File: config.mk
export PLATFORM = sky130hd
export DESIGN_NAME = shunt_bank_voltage_stepper_core
export DESIGN_NICKNAME = d
export VERILOG_FILES = /design/src/hw/rtl/sbvs_pkg.sv /design/src/hw/rtl/shunt_bank_voltage_stepper_core.sv /design/src/hw/rtl/sbvs_regs.sv /design/src/hw/rtl/sbvs_ctrl.sv /design/src/hw/rtl/sbvs_datapath.sv
export SDC_FILE = /design/constraint.sdc
export NUM_CORES = 1
export LEC_CHECK = 0
export BUFFER_PORTS_ARGS = -buffer_cell sky130_fd_sc_hd__clkbuf_2
export CAP_MARGIN = 10
export CELL_PAD_IN_SITES_DETAIL_PLACEMENT = 0
export CELL_PAD_IN_SITES_GLOBAL_PLACEMENT = 2
export CORE_MARGIN = 5
export CORE_UTILIZATION = 47
export CTS_BUF_LIST = sky130_fd_sc_hd__clkbuf_4 sky130_fd_sc_hd__clkbuf_8
export CTS_CLUSTER_DIAMETER = 30
export DETAILED_ROUTE_END_ITERATION = 12
export PLACE_DENSITY = 0.95
export SKIP_LAST_GASP = 1
export SYNTH_ARGS = -nofsm -noshare
export SYNTH_HDL_FRONTEND = slang
export SYNTH_SLANG_ARGS = --single-unit
File: constraint.sdc
create_clock -name clk -period 9.45 [get_ports clk]
set_input_delay 1.4175 -clock clk [delete_from_list [all_inputs] [get_ports clk]]
set_output_delay 1.4175 -clock clk [all_outputs]
set_load 0.005 [all_outputs]
File: src/hw/rtl/sbvs_pkg.sv
// ----------------------------------------------------------------------------
// sbvs_pkg
// Shared types and constants for the shunt bank voltage stepper.
// ----------------------------------------------------------------------------
package sbvs_pkg;

  // default sizing
  localparam int DEF_NUM_SHUNTS = 8;
  localparam int DEF_VOLT_BITS  = 16;

  // fixed field widths
  localparam int MASK_BITS = 8;
  localparam int BAND_W    = 14;
  localparam int SECT_W    = 8;
  localparam int TIME_W    = 32;
  localparam int DELAY_W   = 16;
  localparam int ACTIVE_W  = 4;
  localparam int KIND_W    = 2;
  localparam int SHUNT_W   = 3;
  localparam int PADDR_W   = 3;
  localparam int PDATA_W   = 32;

  // register reset values
  localparam logic [DELAY_W-1:0] DELAY_RESET = 16'd10;

  // item actions
  localparam logic ACT_LOAD = 1'b0;
  localparam logic ACT_EVAL = 1'b1;

  // register indexes (paddr[2])
  localparam logic REG_STEP_DELAY    = 1'b0;
  localparam logic REG_ACTIVE_SHUNTS = 1'b1;

  // step kinds
  localparam logic [KIND_W-1:0] KIND_NONE = 2'd0;
  localparam logic [KIND_W-1:0] KIND_UP   = 2'd1;
  localparam logic [KIND_W-1:0] KIND_DOWN = 2'd2;
  localparam logic [KIND_W-1:0] KIND_RSVD = 2'd3;

  // controller to datapath commands
  typedef struct packed {
    logic load;    // write one bank's settings
    logic start;   // latch evaluate beat, restart scan
    logic scan;    // test current bank, advance
    logic commit;  // update timers and section, write result
  } dp_cmd_t;

  // datapath to controller status
  typedef struct packed {
    logic scan_stop;  // bank found or scan exhausted
    logic out_free;   // result register can take a beat
  } dp_status_t;

endpackage

File: src/hw/rtl/shunt_bank_voltage_stepper_core.sv
// ----------------------------------------------------------------------------
// shunt_bank_voltage_stepper_core
// Steps shunt bank sections to hold a node voltage inside each dead band.
// ----------------------------------------------------------------------------
// Usage:
//   Configuration goes through the APB-style port: step_delay at 0x0,
//   active_shunts at 0x4. Write it only while the block is idle.
//   Input beats use in_valid/in_stall. A load beat (action 0) writes one
//   bank's settings and yields no result. An evaluate beat (action 1)
//   yields exactly one result beat on out_valid/out_stall. The scan tests
//   one bank per cycle, up to the chosen bank or the clamped active count,
//   and then the commit step updates the timers and writes the result.
//   One evaluate is in flight at a time; in_stall is high from acceptance
//   until the result is written into the output register.
//   If the receiver stalls, the result register holds its beat; a following
//   load beat is still taken, and a following evaluate waits in its commit
//   cycle until the register frees.
//   Reset idles both timers, clears the last step stamp, sets step_delay to
//   10 and active_shunts to 0. Bank tables hold nothing until loaded.
// ----------------------------------------------------------------------------
module shunt_bank_voltage_stepper_core
  import sbvs_pkg::*;
#(
  parameter int NUM_SHUNTS = DEF_NUM_SHUNTS,
  parameter int VOLT_BITS  = DEF_VOLT_BITS
) (
  input  logic                 clk,
  input  logic                 rst,
  // configuration
  input  logic                 psel,
  input  logic                 penable,
  input  logic                 pwrite,
  input  logic [PADDR_W-1:0]   paddr,
  input  logic [PDATA_W-1:0]   pwdata,
  output logic [PDATA_W-1:0]   prdata,
  output logic                 pready,
  // input channel
  input  logic                 in_valid,
  output logic                 in_stall,
  input  logic                 action,
  input  logic [SHUNT_W-1:0]   shunt_index,
  input  logic [SECT_W-1:0]    section_min,
  input  logic [SECT_W-1:0]    section_max,
  input  logic [SECT_W-1:0]    section_start,
  input  logic [BAND_W-1:0]    dead_band,
  input  logic                 is_reactor,
  input  logic [TIME_W-1:0]    time_now,
  input  logic [VOLT_BITS-1:0] voltage,
  input  logic [VOLT_BITS-1:0] voltage_ref,
  input  logic [MASK_BITS-1:0] running_mask,
  // output channel
  output logic                 out_valid,
  input  logic                 out_stall,
  output logic [KIND_W-1:0]    step_kind,
  output logic [SHUNT_W-1:0]   step_shunt,
  output logic [SECT_W-1:0]    new_section
);

  logic [DELAY_W-1:0]  step_delay;
  logic [ACTIVE_W-1:0] active_shunts;
  dp_cmd_t             cmd;
  dp_status_t          status;

  sbvs_regs u_regs (
    .clk           (clk),
    .rst           (rst),
    .psel          (psel),
    .penable       (penable),
    .pwrite        (pwrite),
    .paddr         (paddr),
    .pwdata        (pwdata),
    .prdata        (prdata),
    .pready        (pready),
    .step_delay    (step_delay),
    .active_shunts (active_shunts)
  );

  sbvs_ctrl u_ctrl (
    .clk      (clk),
    .rst      (rst),
    .in_valid (in_valid),
    .in_stall (in_stall),
    .action   (action),
    .cmd      (cmd),
    .status   (status)
  );

  sbvs_datapath #(
    .NUM_SHUNTS (NUM_SHUNTS),
    .VOLT_BITS  (VOLT_BITS)
  ) u_dp (
    .clk           (clk),
    .rst           (rst),
    .cmd           (cmd),
    .status        (status),
    .shunt_index   (shunt_index),
    .section_min   (section_min),
    .section_max   (section_max),
    .section_start (section_start),
    .dead_band     (dead_band),
    .is_reactor    (is_reactor),
    .time_now      (time_now),
    .voltage       (voltage),
    .voltage_ref   (voltage_ref),
    .running_mask  (running_mask),
    .step_delay    (step_delay),
    .active_shunts (active_shunts),
    .out_valid     (out_valid),
    .out_stall     (out_stall),
    .step_kind     (step_kind),
    .step_shunt    (step_shunt),
    .new_section   (new_section)
  );

`ifndef SYNTHESIS
  // an evaluate beat blocks the input side for at least the next cycle
  a_eval_blocks: assert property (@(posedge clk) disable iff (rst)
    (in_valid && !in_stall && (action == ACT_EVAL)) |=> in_stall)
    else $error("input not blocked after evaluate beat");

  // a load beat never produces a result
  a_load_silent: assert property (@(posedge clk) disable iff (rst)
    (in_valid && !in_stall && (action == ACT_LOAD)) |=> !$rose(out_valid))
    else $error("result appeared after load beat");

  // no reserved step code on a valid result
  a_kind_legal: assert property (@(posedge clk) disable iff (rst)
    out_valid |-> (step_kind != KIND_RSVD))
    else $error("reserved step kind");

  // a no-step result carries zero bank and section
  a_none_zero: assert property (@(posedge clk) disable iff (rst)
    (out_valid && (step_kind == KIND_NONE)) |-> ((step_shunt == '0) && (new_section == '0)))
    else $error("no-step result with nonzero payload");
`endif

endmodule

File: src/hw/rtl/sbvs_regs.sv
// ----------------------------------------------------------------------------
// sbvs_regs
// APB-style configuration registers: step delay and active bank count.
// ----------------------------------------------------------------------------
module sbvs_regs
  import sbvs_pkg::*;
(
  input  logic                clk,
  input  logic                rst,
  input  logic                psel,
  input  logic                penable,
  input  logic                pwrite,
  input  logic [PADDR_W-1:0]  paddr,
  input  logic [PDATA_W-1:0]  pwdata,
  output logic [PDATA_W-1:0]  prdata,
  output logic                pready,
  output logic [DELAY_W-1:0]  step_delay,
  output logic [ACTIVE_W-1:0] active_shunts
);

  logic wr_en;

  assign pready = 1'b1;
  assign wr_en  = psel && penable && pwrite && pready;

  // register writes
  always_ff @(posedge clk) begin
    if (rst) begin
      step_delay    <= DELAY_RESET;
      active_shunts <= '0;
    end else if (wr_en) begin
      unique case (paddr[2])
        REG_STEP_DELAY:    step_delay    <= pwdata[DELAY_W-1:0];
        REG_ACTIVE_SHUNTS: active_shunts <= pwdata[ACTIVE_W-1:0];
        default: ;
      endcase
    end
  end

  // read mux
  always_comb begin
    unique case (paddr[2])
      REG_STEP_DELAY:    prdata = PDATA_W'(step_delay);
      REG_ACTIVE_SHUNTS: prdata = PDATA_W'(active_shunts);
      default:           prdata = '0;
    endcase
  end

endmodule

File: src/hw/rtl/sbvs_ctrl.sv
// ----------------------------------------------------------------------------
// sbvs_ctrl
// Sequencer: takes input beats, walks the bank scan, commits one result.
// ----------------------------------------------------------------------------
module sbvs_ctrl
  import sbvs_pkg::*;
(
  input  logic       clk,
  input  logic       rst,
  input  logic       in_valid,
  output logic       in_stall,
  input  logic       action,
  output dp_cmd_t    cmd,
  input  dp_status_t status
);

  localparam logic [1:0] ST_IDLE = 2'd0;
  localparam logic [1:0] ST_SCAN = 2'd1;
  localparam logic [1:0] ST_STEP = 2'd2;

  logic [1:0] state;
  logic [1:0] state_next;
  logic       accept;

  assign in_stall = (state != ST_IDLE);
  assign accept   = in_valid && !in_stall;

  // commands
  always_comb begin
    cmd.load   = accept && (action == ACT_LOAD);
    cmd.start  = accept && (action == ACT_EVAL);
    cmd.scan   = (state == ST_SCAN);
    cmd.commit = (state == ST_STEP) && status.out_free;
  end

  // next state
  always_comb begin
    state_next = state;
    unique case (state)
      ST_IDLE: if (cmd.start) state_next = ST_SCAN;
      ST_SCAN: if (status.scan_stop) state_next = ST_STEP;
      ST_STEP: if (status.out_free) state_next = ST_IDLE;
      default: state_next = ST_IDLE;
    endcase
  end

  always_ff @(posedge clk) begin
    if (rst) begin
      state <= ST_IDLE;
    end else begin
      state <= state_next;
    end
  end

endmodule

File: src/hw/rtl/sbvs_datapath.sv
// ----------------------------------------------------------------------------
// sbvs_datapath
// Bank tables, one-bank-per-cycle scan, direction timers and result register.
// ----------------------------------------------------------------------------
module sbvs_datapath
  import sbvs_pkg::*;
#(
  parameter int NUM_SHUNTS = DEF_NUM_SHUNTS,
  parameter int VOLT_BITS  = DEF_VOLT_BITS
) (
  input  logic                 clk,
  input  logic                 rst,
  input  dp_cmd_t              cmd,
  output dp_status_t           status,
  input  logic [SHUNT_W-1:0]   shunt_index,
  input  logic [SECT_W-1:0]    section_min,
  input  logic [SECT_W-1:0]    section_max,
  input  logic [SECT_W-1:0]    section_start,
  input  logic [BAND_W-1:0]    dead_band,
  input  logic                 is_reactor,
  input  logic [TIME_W-1:0]    time_now,
  input  logic [VOLT_BITS-1:0] voltage,
  input  logic [VOLT_BITS-1:0] voltage_ref,
  input  logic [MASK_BITS-1:0] running_mask,
  input  logic [DELAY_W-1:0]   step_delay,
  input  logic [ACTIVE_W-1:0]  active_shunts,
  output logic                 out_valid,
  input  logic                 out_stall,
  output logic [KIND_W-1:0]    step_kind,
  output logic [SHUNT_W-1:0]   step_shunt,
  output logic [SECT_W-1:0]    new_section
);

  localparam int IDX_W = (NUM_SHUNTS > 1) ? $clog2(NUM_SHUNTS) : 1;
  localparam int CNT_W = $clog2(NUM_SHUNTS + 1);
  localparam int CMP_W = ((VOLT_BITS > BAND_W) ? VOLT_BITS : BAND_W) + 1;

  // bank tables
  logic [SECT_W-1:0]     section_count [NUM_SHUNTS];
  logic [SECT_W-1:0]     min_table     [NUM_SHUNTS];
  logic [SECT_W-1:0]     max_table     [NUM_SHUNTS];
  logic [BAND_W-1:0]     band_table    [NUM_SHUNTS];
  logic [NUM_SHUNTS-1:0] reactor_flags;

  // latched evaluate beat
  logic [TIME_W-1:0]     ev_time;
  logic [VOLT_BITS-1:0]  ev_volt;
  logic [VOLT_BITS-1:0]  ev_ref;
  logic [NUM_SHUNTS-1:0] run_vec;
  logic [NUM_SHUNTS-1:0] mask_ext;

  // scan state
  logic [CNT_W-1:0] scan_pos;
  logic [CNT_W-1:0] scan_lim;
  logic [IDX_W-1:0] scan_idx;
  logic             found;
  logic [IDX_W-1:0] sel_idx;
  logic             sel_up;

  // timers
  logic [TIME_W-1:0] up_start;
  logic              up_active;
  logic [TIME_W-1:0] down_start;
  logic              down_active;
  logic [TIME_W-1:0] last_time;
  logic              last_valid;

  // scan compare
  logic [CMP_W-1:0]  volt_x, ref_x, band_x;
  logic              scan_end, v_low, v_high;
  logic [SECT_W-1:0] cur_sec;
  logic              can_up, can_down, react, bank_hit, bank_up;

  // commit terms
  logic              up_due, down_due, move_due, same_time, do_step;
  logic [SECT_W-1:0] sel_sec, stepped;

  // mask bits beyond the field count as not running
  for (genvar g = 0; g < NUM_SHUNTS; g++) begin : g_mask
    if (g < MASK_BITS) begin : g_in
      assign mask_ext[g] = running_mask[g];
    end else begin : g_out
      assign mask_ext[g] = 1'b0;
    end
  end

  // clamp active count to the table depth
  assign scan_lim = (32'(active_shunts) > NUM_SHUNTS) ? CNT_W'(NUM_SHUNTS)
                                                      : CNT_W'(active_shunts);
  assign scan_idx = scan_pos[IDX_W-1:0];
  assign scan_end = (scan_pos >= scan_lim);

  // test one bank against the dead band and its limits
  always_comb begin
    volt_x   = CMP_W'(ev_volt);
    ref_x    = CMP_W'(ev_ref);
    band_x   = CMP_W'(band_table[scan_idx]);
    v_low    = (volt_x + band_x) < ref_x;
    v_high   = volt_x > (ref_x + band_x);
    cur_sec  = section_count[scan_idx];
    can_up   = cur_sec < max_table[scan_idx];
    can_down = cur_sec > min_table[scan_idx];
    react    = reactor_flags[scan_idx];
    bank_up  = v_low ? !react : react;
    bank_hit = run_vec[scan_idx] &&
               ((v_low && (react ? can_down : can_up)) ||
                (!v_low && v_high && (react ? can_up : can_down)));
  end

  assign status.scan_stop = scan_end || bank_hit;
  assign status.out_free  = !out_valid || !out_stall;

  // due test, repeated time stamp, section step
  always_comb begin
    up_due    = !up_active || ((ev_time - up_start) >= TIME_W'(step_delay));
    down_due  = !down_active || ((ev_time - down_start) >= TIME_W'(step_delay));
    move_due  = found && (sel_up ? up_due : down_due);
    same_time = last_valid && (last_time == ev_time);
    do_step   = move_due && !same_time;
    sel_sec   = section_count[sel_idx];
    stepped   = sel_up ? sel_sec + SECT_W'(1) : sel_sec - SECT_W'(1);
  end

  // table writes: load beats and committed steps
  always_ff @(posedge clk) begin
    for (int i = 0; i < NUM_SHUNTS; i++) begin
      if (cmd.load && (32'(shunt_index) == i)) begin
        min_table[i]     <= section_min;
        max_table[i]     <= section_max;
        section_count[i] <= section_start;
        band_table[i]    <= dead_band;
        reactor_flags[i] <= is_reactor;
      end else if (cmd.commit && do_step && (32'(sel_idx) == i)) begin
        section_count[i] <= stepped;
      end
    end
  end

  // evaluate beat latch
  always_ff @(posedge clk) begin
    if (cmd.start) begin
      ev_time <= time_now;
      ev_volt <= voltage;
      ev_ref  <= voltage_ref;
      run_vec <= mask_ext;
    end
  end

  // scan walk
  always_ff @(posedge clk) begin
    if (rst) begin
      scan_pos <= '0;
      found    <= 1'b0;
    end else if (cmd.start) begin
      scan_pos <= '0;
      found    <= 1'b0;
    end else if (cmd.scan && !scan_end) begin
      if (bank_hit) begin
        found <= 1'b1;
      end else begin
        scan_pos <= scan_pos + CNT_W'(1);
      end
    end
  end

  always_ff @(posedge clk) begin
    if (cmd.scan && !scan_end && bank_hit) begin
      sel_idx <= scan_idx;
      sel_up  <= bank_up;
    end
  end

  // direction timers and last step stamp
  always_ff @(posedge clk) begin
    if (rst) begin
      up_start    <= '0;
      up_active   <= 1'b0;
      down_start  <= '0;
      down_active <= 1'b0;
      last_time   <= '0;
      last_valid  <= 1'b0;
    end else if (cmd.commit && move_due) begin
      if (sel_up) begin
        up_start    <= ev_time;
        up_active   <= 1'b1;
        down_start  <= '0;
        down_active <= 1'b0;
      end else begin
        down_start  <= ev_time;
        down_active <= 1'b1;
        up_start    <= '0;
        up_active   <= 1'b0;
      end
      if (!same_time) begin
        last_time  <= ev_time;
        last_valid <= 1'b1;
      end
    end
  end

  // result register
  always_ff @(posedge clk) begin
    if (rst) begin
      out_valid <= 1'b0;
    end else if (cmd.commit) begin
      out_valid <= 1'b1;
    end else if (!out_stall) begin
      out_valid <= 1'b0;
    end
  end

  always_ff @(posedge clk) begin
    if (cmd.commit) begin
      if (do_step) begin
        step_kind   <= sel_up ? KIND_UP : KIND_DOWN;
        step_shunt  <= SHUNT_W'(sel_idx);
        new_section <= stepped;
      end else begin
        step_kind   <= KIND_NONE;
        step_shunt  <= '0;
        new_section <= '0;
      end
    end
  end

endmodule

==> Flow_metrics.wiki, run 1 <==
{| class="wikitable"
! Metric !! Value
|-
| Initial core utilization || 0.4723
|-
| Class of the worst hold path || register to register
|-
| Startpoint class of the critical path || register
|-
| Reported net switching power || roughly 1.4 mW
|-
| Tcrit/Tclk final || 0.7759
|-
| Combinational share of power || 0.074
|-
| Sink count of the clock tree || approximately 530
|-
| Proportion of register bits with asynchronous set or reset after synthesis || 0
|-
| Post-synth top area share || 0.4064
|-
| Number of antenna violations at the first check in global routing || 8
|-
| Synth top cells by count || 401 x sky130_fd_sc_hd__edfxtp_1, 179 x sky130_fd_sc_hd__ha_1, 161 x sky130_fd_sc_hd__a21oi_1, 155 x sky130_fd_sc_hd__inv_1, 134 x sky130_fd_sc_hd__nand4_1
|-
| CP max-delay cell || sky130_fd_sc_hd__dfxtp_2
|-
| Cell area after layout || ~34,000 sq um
|-
| Top cell type by total area after synthesis || sky130_fd_sc_hd__edfxtp_1
|-
| Wire length on met1 || roughly 33,000 um
|-
| Final Critical Period || ~7.3 ns
|-
| Die Outline Area || between 60,000 and 70,000 sq um
|-
| Residual DRC || 0
|-
| RSZ-0062 raised after global routing || no
|-
| Worst setup slack before clock tree synthesis || around 2.2 ns
|-
| Fillers || 5,285
|-
| Overall global routing resource usage || 0.2298
|-
| FMAX || roughly 0.14 GHz
|-
| Setup ws final || roughly 2.1 ns
|-
| Level count of the clock H-tree || 3
|-
| Post-DR wirelength/cell || 22.45 um
|-
| Number of vias in the routed layout || between 20,000 and 25,000
|-
| Worst Setup Path Type || register to register
|-
| Top Ports || 205
|-
| Share of layout cells above drive strength 1 || 0.2199
|-
| Least-Margin Pin Slew || ~1.2 ns
|-
| Clk pin slew, worst setup/hold paths || around 0.06 ns
|-
| Hold buffer count at cts || 0
|-
| Fraction of the yosys area taken by sequential cells || 0.4963
|-
| Clock Latency Late Sink || 0.75 ns
|-
| Switching Share || 0.2447
|-
| TritonCTS clock tree || built
|-
| Util after Layout || 0.5358
|-
| Num CTS Buffers || around 110
|-
| Number of global-route vias before repair || 21,223
|-
| Sequential cell fraction of total power || 0.459
|-
| Max-cap violation count || 0
|-
| Total met2 wirelength after detailed routing || roughly 39,000 um
|-
| Power Internal || approximately 4.3 mW
|-
| Post-cts resize count || 0
|-
| Net total in the final layout || 2,971
|-
| Root Buffer || sky130_fd_sc_hd__clkbuf_8
|-
| Final setup violation count || 0
|-
| Worst clock skew || about 0.046 ns
|-
| Avg Vias per Cell || approximately 5.9
|-
| Ys flop type || sky130_fd_sc_hd__edfxtp_1
|-
| Power density cells || between 150 and 200 nW/um^2
|-
| Final HPWL from detailed placement || between 50,000 and 60,000 um
|-
| Crit. End Element || register
|-
| Clock network power share || 0.467
|-
| Detail Route Antenna Nets || 0
|-
| Hold Violations, Final || 0
|-
| Avg Cell Area, Syn || 12.01 sq um
|-
| Total global routing overflow || 0
|-
| Critical path's largest stage delay || 0.92 ns
|-
| Post-Synthesis Cell Area || just under 30,000 sq um
|-
| Worst IR Drop VDD || approximately 0.16 mV
|-
| Port Buffer Count || ~170
|-
| Area inside the core boundary || about 63,000 sq um
|-
| Post-placement cell area || 31,150 sq um
|-
| Die X || approximately 260 um
|-
| Global-route wire length before repair || 122,000 um
|-
| Synthesized instance count || approximately 2,500
|-
| WP data required || between 9 and 10 ns
|-
| Synth-to-layout area growth || 13.44%
|-
| CP cell instances || mux4_2 > mux2i_1 > inv_1 > ha_1 > a21o_1 > a21oi_1 > o21ai_0 > a21oi_1 > nor2_1 > o21a_1 > o31ai_1 > a31oi_1 > a41oi_1 > xnor2_1 > ha_1 > nand3_1 > nor3_1 > o31ai_1 > o211a_1 > a211oi_1 > o211ai_1 > a32oi_1 > nand2_1 > inv_1
|-
| Post-synth EDFFs || approximately 400
|-
| Status || complete, no violations
|-
| Flop and latch count out of synthesis || between 500 and 600
|-
| Maximum net fanout on the critical path || 35
|-
| Top sig layer || met5
|-
| Chip Height || roughly 260 um
|-
| Number of DRC markers after the initial detailed-route iteration || between 1,500 and 2,000
|-
| Number of warnings printed during yosys synthesis || 0
|-
| Max transition margin || 0.1861
|-
| Maximum buffer depth of the clock tree || 3
|-
| Pleak || roughly 12 nW
|-
| Worst endpoint data arrival time || 7.75 ns
|-
| Setup TNS || 0 ns
|-
| Detailed Routing Iterations Pass 1 || 5
|-
| Most repeated cell in the gate-level netlist after synthesis || sky130_fd_sc_hd__edfxtp_1
|-
| Slew Viols, Final || 0
|-
| Final weighted congestion in routability-driven placement || 0.9064
|-
| Number of distinct standard cells referenced by the synthesized netlist || 88
|-
| Hold Slack || roughly 0.45 ns
|-
| Number of rows created at floorplan || 92
|-
| Post-CTS repair timing setup buffer count || 0
|-
| Synth top area cells || sky130_fd_sc_hd__edfxtp_1 41%, sky130_fd_sc_hd__dfxtp_1 9.0%, sky130_fd_sc_hd__ha_1 7.6%, sky130_fd_sc_hd__mux4_2 7.3%, sky130_fd_sc_hd__mux2i_1 2.9%
|-
| Wire length on met3 || 5269 um
|-
| Drt total wl || ~80,000 um
|-
| Largest net degree at the start of global routing || 76
|}
## cells in the final DEF (no fill, tap or decap), types with 25 or more instances in the layout
| master | instances |
|---|---|
| sky130_fd_sc_hd__a21o_1 | 33 |
| sky130_fd_sc_hd__a21oi_1 | 161 |
| sky130_fd_sc_hd__and3_1 | 63 |
| sky130_fd_sc_hd__buf_4 | 29 |
| sky130_fd_sc_hd__clkbuf_2 | 168 |
| sky130_fd_sc_hd__clkbuf_8 | 115 |
| sky130_fd_sc_hd__dfxtp_1 | 130 |
| sky130_fd_sc_hd__edfxtp_1 | 401 |
| sky130_fd_sc_hd__ha_1 | 179 |
| sky130_fd_sc_hd__inv_1 | 155 |
| sky130_fd_sc_hd__mux2_2 | 38 |
| sky130_fd_sc_hd__mux2i_1 | 87 |
| sky130_fd_sc_hd__mux4_2 | 96 |
| sky130_fd_sc_hd__nand2_1 | 108 |
| sky130_fd_sc_hd__nand3_1 | 31 |
| sky130_fd_sc_hd__nand4_1 | 134 |
| sky130_fd_sc_hd__nor2_1 | 104 |
| sky130_fd_sc_hd__nor3_1 | 25 |
| sky130_fd_sc_hd__o21a_1 | 28 |
| sky130_fd_sc_hd__o21ai_0 | 67 |
| sky130_fd_sc_hd__o31ai_1 | 54 |
| sky130_fd_sc_hd__o31ai_2 | 49 |
| sky130_fd_sc_hd__xnor2_1 | 73 |
| sky130_fd_sc_hd__xor2_1 | 27 |
## critical path: cells and delay by family (launching register included)
kind	cells	cell delay (ns)
xor+xnor	1	0.11
buf+inv	2	0.39
mux	2	0.74
flops	1	0.92
fa+ha+maj	2	0.60
compound gates	13	3.50
simple gates	4	0.72
## state kept, by name (all words and copies together), names as in the netlist, 2 cells and up, named ones only
| signal | cells |
|---|---|
| u_dp.sel_idx | 3 |
| u_dp.ev_time | 32 |
| u_dp.min_table | 64 |
| u_dp.section_count | 64 |
| u_dp.step_kind | 2 |
| u_dp.ev_volt | 16 |
| u_dp.reactor_flags | 8 |
| u_dp.up_start | 32 |
| u_dp.band_table | 112 |
| u_regs.active_shunts | 4 |
| u_dp.ev_ref | 16 |
| u_dp.last_time | 32 |
| u_dp.scan_pos | 4 |
| u_dp.new_section | 8 |
| u_dp.run_vec | 8 |
| u_ctrl.state | 2 |
| u_regs.step_delay | 16 |
| u_dp.max_table | 64 |
| u_dp.down_start | 32 |
| u_dp.step_shunt | 3 |
## through the flow
| step | cells | total power, mW |
|---|---|---|
| 2_1_floorplan | 2482 | 2.905 |
| 3_3_place_gp | 3365 | 3.042 |
| 3_5_place_dp | 3365 | 3.055 |
| 4_1_cts | 3566 | 5.695 |
| 5_1_grt | 3570 | 5.859 |
| 6_report | 3571 | 5.651 |
## cells by family (layout without fill, tap and decap cells)
kind of cell | after synthesis | after routing | share of synthesized area
multiplexers | 223 | 223 | 0.1177
adder cells (fa/ha/maj) | 184 | 184 | 0.07897
other | 2 | 22 | 0.0002535
flip-flops | 534 | 534 | 0.4963
AND/OR/NAND/NOR | 577 | 577 | 0.1046
buffers and inverters | 316 | 554 | 0.04497
XOR/XNOR | 100 | 100 | 0.02956
AO/OA/AOI/OAI | 531 | 531 | 0.1277
## layout make-up
class                           count  area [sq um]  area share
Sequential cell                   534         14710      0.4377
Timing Repair Buffer              197          1059     0.03149
Inverter                          156         585.6     0.01742
Tap cell                          846          1059     0.03149
Multi-Input combinational cell   1632         13730      0.4086
Clock inverter                     70         748.2     0.02226
Clock buffer                      131          1703     0.05066
Antenna cell                        5         12.51   0.0003723
## power by group through the flow
stage	clock (mW)	sequential, mW	combinational, mW
floorplan	0	2.62	0.283
global placement	0	2.64	0.404
detailed placement	0	2.64	0.415
CTS	2.69	2.59	0.418
global route	2.80	2.59	0.466
finish	2.64	2.59	0.419
## metal layers
| layer | global-route usage | vias up |
|---|---|---|
| li1 | - | 9844 |
| met1 | 0.2987 | 10494 |
| met2 | 0.3843 | 730 |
| met3 | 0.04782 | 157 |
| met4 | 0.08350 | 4 |
| met5 | 0 | - |
## worst paths after layout
check / start / endpoint / slack [ns] / cells after the start
setup / recovery: register / u_dp.sel_up / 2.12 / 24
hold / removal: u_regs.step_delay[13] / u_regs.step_delay[13] / 0.45 / 2
setup reg to reg: register / u_dp.sel_up / 2.12 / 24
hold reg to reg: u_regs.step_delay[13] / u_regs.step_delay[13] / 0.45 / 2
No activity file was read; power rests on OpenSTA's default activity.
==> run 2, diff against run 1 <==
CORE_UTILIZATION = 39   (was 47)
PLACE_DENSITY = 0.84   (was 0.95)
clock period = 6.1 ns   (was 9.45 ns; I/O delays follow)
==> run 2 against run 1 <==
Compared with the run above:
- fmax increased by 28%
- clock skew increased by 0.013 ns
- combinational power rose by 63%
- sequential power rose by 55%
- total power increased by 68%
==> Flow_metrics.wiki, run 2 (synthesis gave the netlist of run 1 again) <==
{| class="wikitable"
! Metric !! Value
|-
| Top Ports || 205 (unchanged)
|-
| Post-DR wirelength/cell || 22.32 um (-0.58%)
|-
| Largest reg by FF count || u_dp.band_table
|-
| Max-cap violation count || 0 (unchanged)
|-
| Max reg flops || 112 (unchanged)
|-
| FMAX || 0.1741 GHz (+28%)
|-
| Largest net degree at the start of global routing || 66 (-13%)
|-
| Total power draw || 9.488 mW (+68%)
|-
| Chip Height || 285.6 um (+9.4%)
|-
| Startpoint class of the critical path || register
|-
| Status || complete, no violations
|-
| Area inside the core boundary || 75,700 sq um (+21%)
|-
| Slew Viols, Final || 0 (unchanged)
|-
| Worst Setup Path Type || register to register
|-
| Detail Route Antenna Nets || 0 (unchanged)
|-
| Total global routing overflow || 0 (unchanged)
|-
| Clock network power share || 0.506 (+0.039)
|-
| Power density cells || 272.1 nW/um^2 (+62%)
|-
| Clk pin slew, worst setup/hold paths || 0.06 ns (about the same)
|-
| Number of DRC markers after the initial detailed-route iteration || 1,506 (-17%)
|-
| Number of antenna violations at the first check in global routing || 10 (+2)
|-
| Least-Margin Pin Slew || 1.106 ns (-0.08427 ns)
|-
| Sink count of the clock tree || 534 (unchanged)
|-
| Most frequent cells in the layout || 401 x sky130_fd_sc_hd__edfxtp_1, 179 x sky130_fd_sc_hd__ha_1, 168 x sky130_fd_sc_hd__clkbuf_2
|-
| Global-route wire length before repair || 129,100 um (+5.8%)
|-
| Detailed Routing Iterations Pass 1 || 6 (+1)
|-
| Residual DRC || 0 (unchanged)
|-
| Final HPWL from detailed placement || 59,120 um (+8.7%)
|-
| Number of vias in the routed layout || 21,580 (+1.7%)
|-
| Drt total wl || 84,860 um (+5.9%)
|-
| Number of global-route vias before repair || 22,018 (+3.7%)
|-
| Hold buffer count at cts || 0 (unchanged)
|-
| Clock Latency Late Sink || 0.80 ns (+0.05 ns)
|-
| Root Buffer || sky130_fd_sc_hd__clkbuf_8
|-
| TritonCTS clock tree || built
|-
| Sequential cell fraction of total power || 0.422 (-0.037)
|-
| Initial core utilization || 0.3914 (-0.08087)
|-
| Number of rows created at floorplan || 101 (+9.8%)
|-
| Final setup violation count || 0 (unchanged)
|-
| Worst endpoint data arrival time || 6.41 ns (-1.34 ns)
|-
| Worst IR Drop VDD || 0.2493 mV (+52%)
|-
| Net total in the final layout || 3,057 (+2.9%)
|-
| Worst clock skew || 0.05844 ns (+0.01257 ns)
|-
| Level count of the clock H-tree || 4 (+1)
|-
| Overall global routing resource usage || 0.2028 (-0.02702)
|-
| Hold Violations, Final || 0 (unchanged)
|-
| Maximum buffer depth of the clock tree || 3 (unchanged)
|-
| Class of the worst hold path || input port to register
|-
| Final weighted congestion in routability-driven placement || 0.8812 (-2.8%)
|-
| Tcrit/Tclk final || 0.9419 (+0.1659)
|-
| Reported net switching power || 2.347 mW (+70%)
|-
| Switching Share || 0.2474 (+0.002659)
|-
| Die Outline Area || 81,580 sq um (+20%)
|-
| Final instance count without filler cells || 3,802 (+6.5%)
|-
| WP data required || 6.76 ns (-3.11 ns)
|-
| Maximum net fanout on the critical path || 8 (-77%)
|-
| Num CTS Buffers || 130 (+19%)
|-
| Die X || 285.6 um (+9.4%)
|-
| Share of layout cells above drive strength 1 || 0.2520 (+0.03210)
|-
| Combinational share of power || 0.072 (-0.002)
|-
| Pleak || 13.02 nW (+4.8%)
|-
| Max transition margin || 0.2601 (+0.07397)
|-
| Most common cell after layout, fill and taps aside || sky130_fd_sc_hd__edfxtp_1
|-
| Crit. End Element || register
|-
| Port Buffer Count || 169 (unchanged)
|-
| Final Critical Period || 5.745 ns (-1.587 ns)
|-
| Synth-to-layout area growth || 17.68%
|-
| Number of cells after detailed placement || 3,561 (+5.8%)
|-
| Power Internal || 7.141 mW (+67%)
|-
| Avg Vias per Cell || 5.676 (-4.5%)
|}
[run 2: final cells by class]
cell class | instances | area, sq um
Clock buffer | 158 | 2037
Tap cell | 978 | 1224
Antenna cell | 6 | 15.01
Fill cell | 6825 | 40830
Sequential cell | 534 | 14710
Inverter | 156 | 585.6
Clock inverter | 76 | 913.4
Timing Repair Buffer | 262 | 1592
Multi-Input combinational cell | 1632 | 13790
[run 2: metal layers]
layer,part of all wire,GRT usage,vias up
met5,0.00038,0,-
met1,0.42,0.2565,10712
met2,0.50,0.3481,683
met4,0.025,0.06600,4
li1,-,-,10042
met3,0.059,0.04351,139
[run 2: critical path, cell delays in order, from the launching register on]
cell	delay, ns
sky130_fd_sc_hd__dfxtp_4	0.43
sky130_fd_sc_hd__mux4_2	0.51
sky130_fd_sc_hd__mux2_2	0.32
sky130_fd_sc_hd__ha_1	0.21
sky130_fd_sc_hd__fa_1	0.41
sky130_fd_sc_hd__a21oi_1	0.23
sky130_fd_sc_hd__o211ai_1	0.20
sky130_fd_sc_hd__o21ai_1	0.22
sky130_fd_sc_hd__o21ai_0	0.18
sky130_fd_sc_hd__a21o_1	0.22
sky130_fd_sc_hd__a21oi_1	0.17
sky130_fd_sc_hd__xor2_1	0.09
sky130_fd_sc_hd__ha_1	0.29
sky130_fd_sc_hd__nand4_1	0.17
sky130_fd_sc_hd__nor3_2	0.25
sky130_fd_sc_hd__o31ai_1	0.12
sky130_fd_sc_hd__o211a_1	0.14
sky130_fd_sc_hd__a211oi_2	0.26
sky130_fd_sc_hd__buf_4	0.16
sky130_fd_sc_hd__o211ai_1	0.12
sky130_fd_sc_hd__a32oi_2	0.31
sky130_fd_sc_hd__nand2_1	0.16
sky130_fd_sc_hd__buf_4	0.20
sky130_fd_sc_hd__mux2_2	0.26
[run 2: power groups by stage]
stage          Combinational, mW  Clock (mW)  Sequential [mW]
2_1_floorplan              0.439           0             4.06
3_3_place_gp               0.660           0             4.08
3_5_place_dp               0.674           0             4.08
4_1_cts                    0.681        4.91             4.01
5_1_grt                    0.755        5.11             4.01
6_report                   0.682        4.80             4.01
[run 2: metrics by stage]
stage	instance area [sq um]	TNS, ns	setup slack [ns]	util	hold slack (ns)
after floorplan	29690	0	0.1156	-	0.4348
after global placement	31840	-0.1809	-0.08901	0.4206	0.4439
after detailed placement	31840	-0.4655	-0.1362	0.4206	0.4465
after CTS	34800	0	0.05226	0.4598	0.2398
after global routing	34860	-0.002546	-0.002546	0.4606	0.2589
final	34870	0	0.3546	0.4606	0.3037
[run 2: timing repair]
action	CTS	global route
setup buffers	0	1
hold endpoints to repair	0	0
resized for setup	3	14
endpoints found under the setup margin	10	185
pin swaps	0	3
[run 2: worst paths after layout]
| kind | slack, ns | startpoint | cells past startpoint | end |
|---|---|---|---|---|
| worst max register to register | 0.35 | register | 23 | register |
| worst min register to register | 0.45 | u_regs.step_delay[2] | 2 | u_regs.step_delay[2] |
| worst max-delay path | 0.35 | register | 23 | register |
| worst min-delay path | 0.30 | voltage[13] | 1 | u_dp.ev_volt[13] |
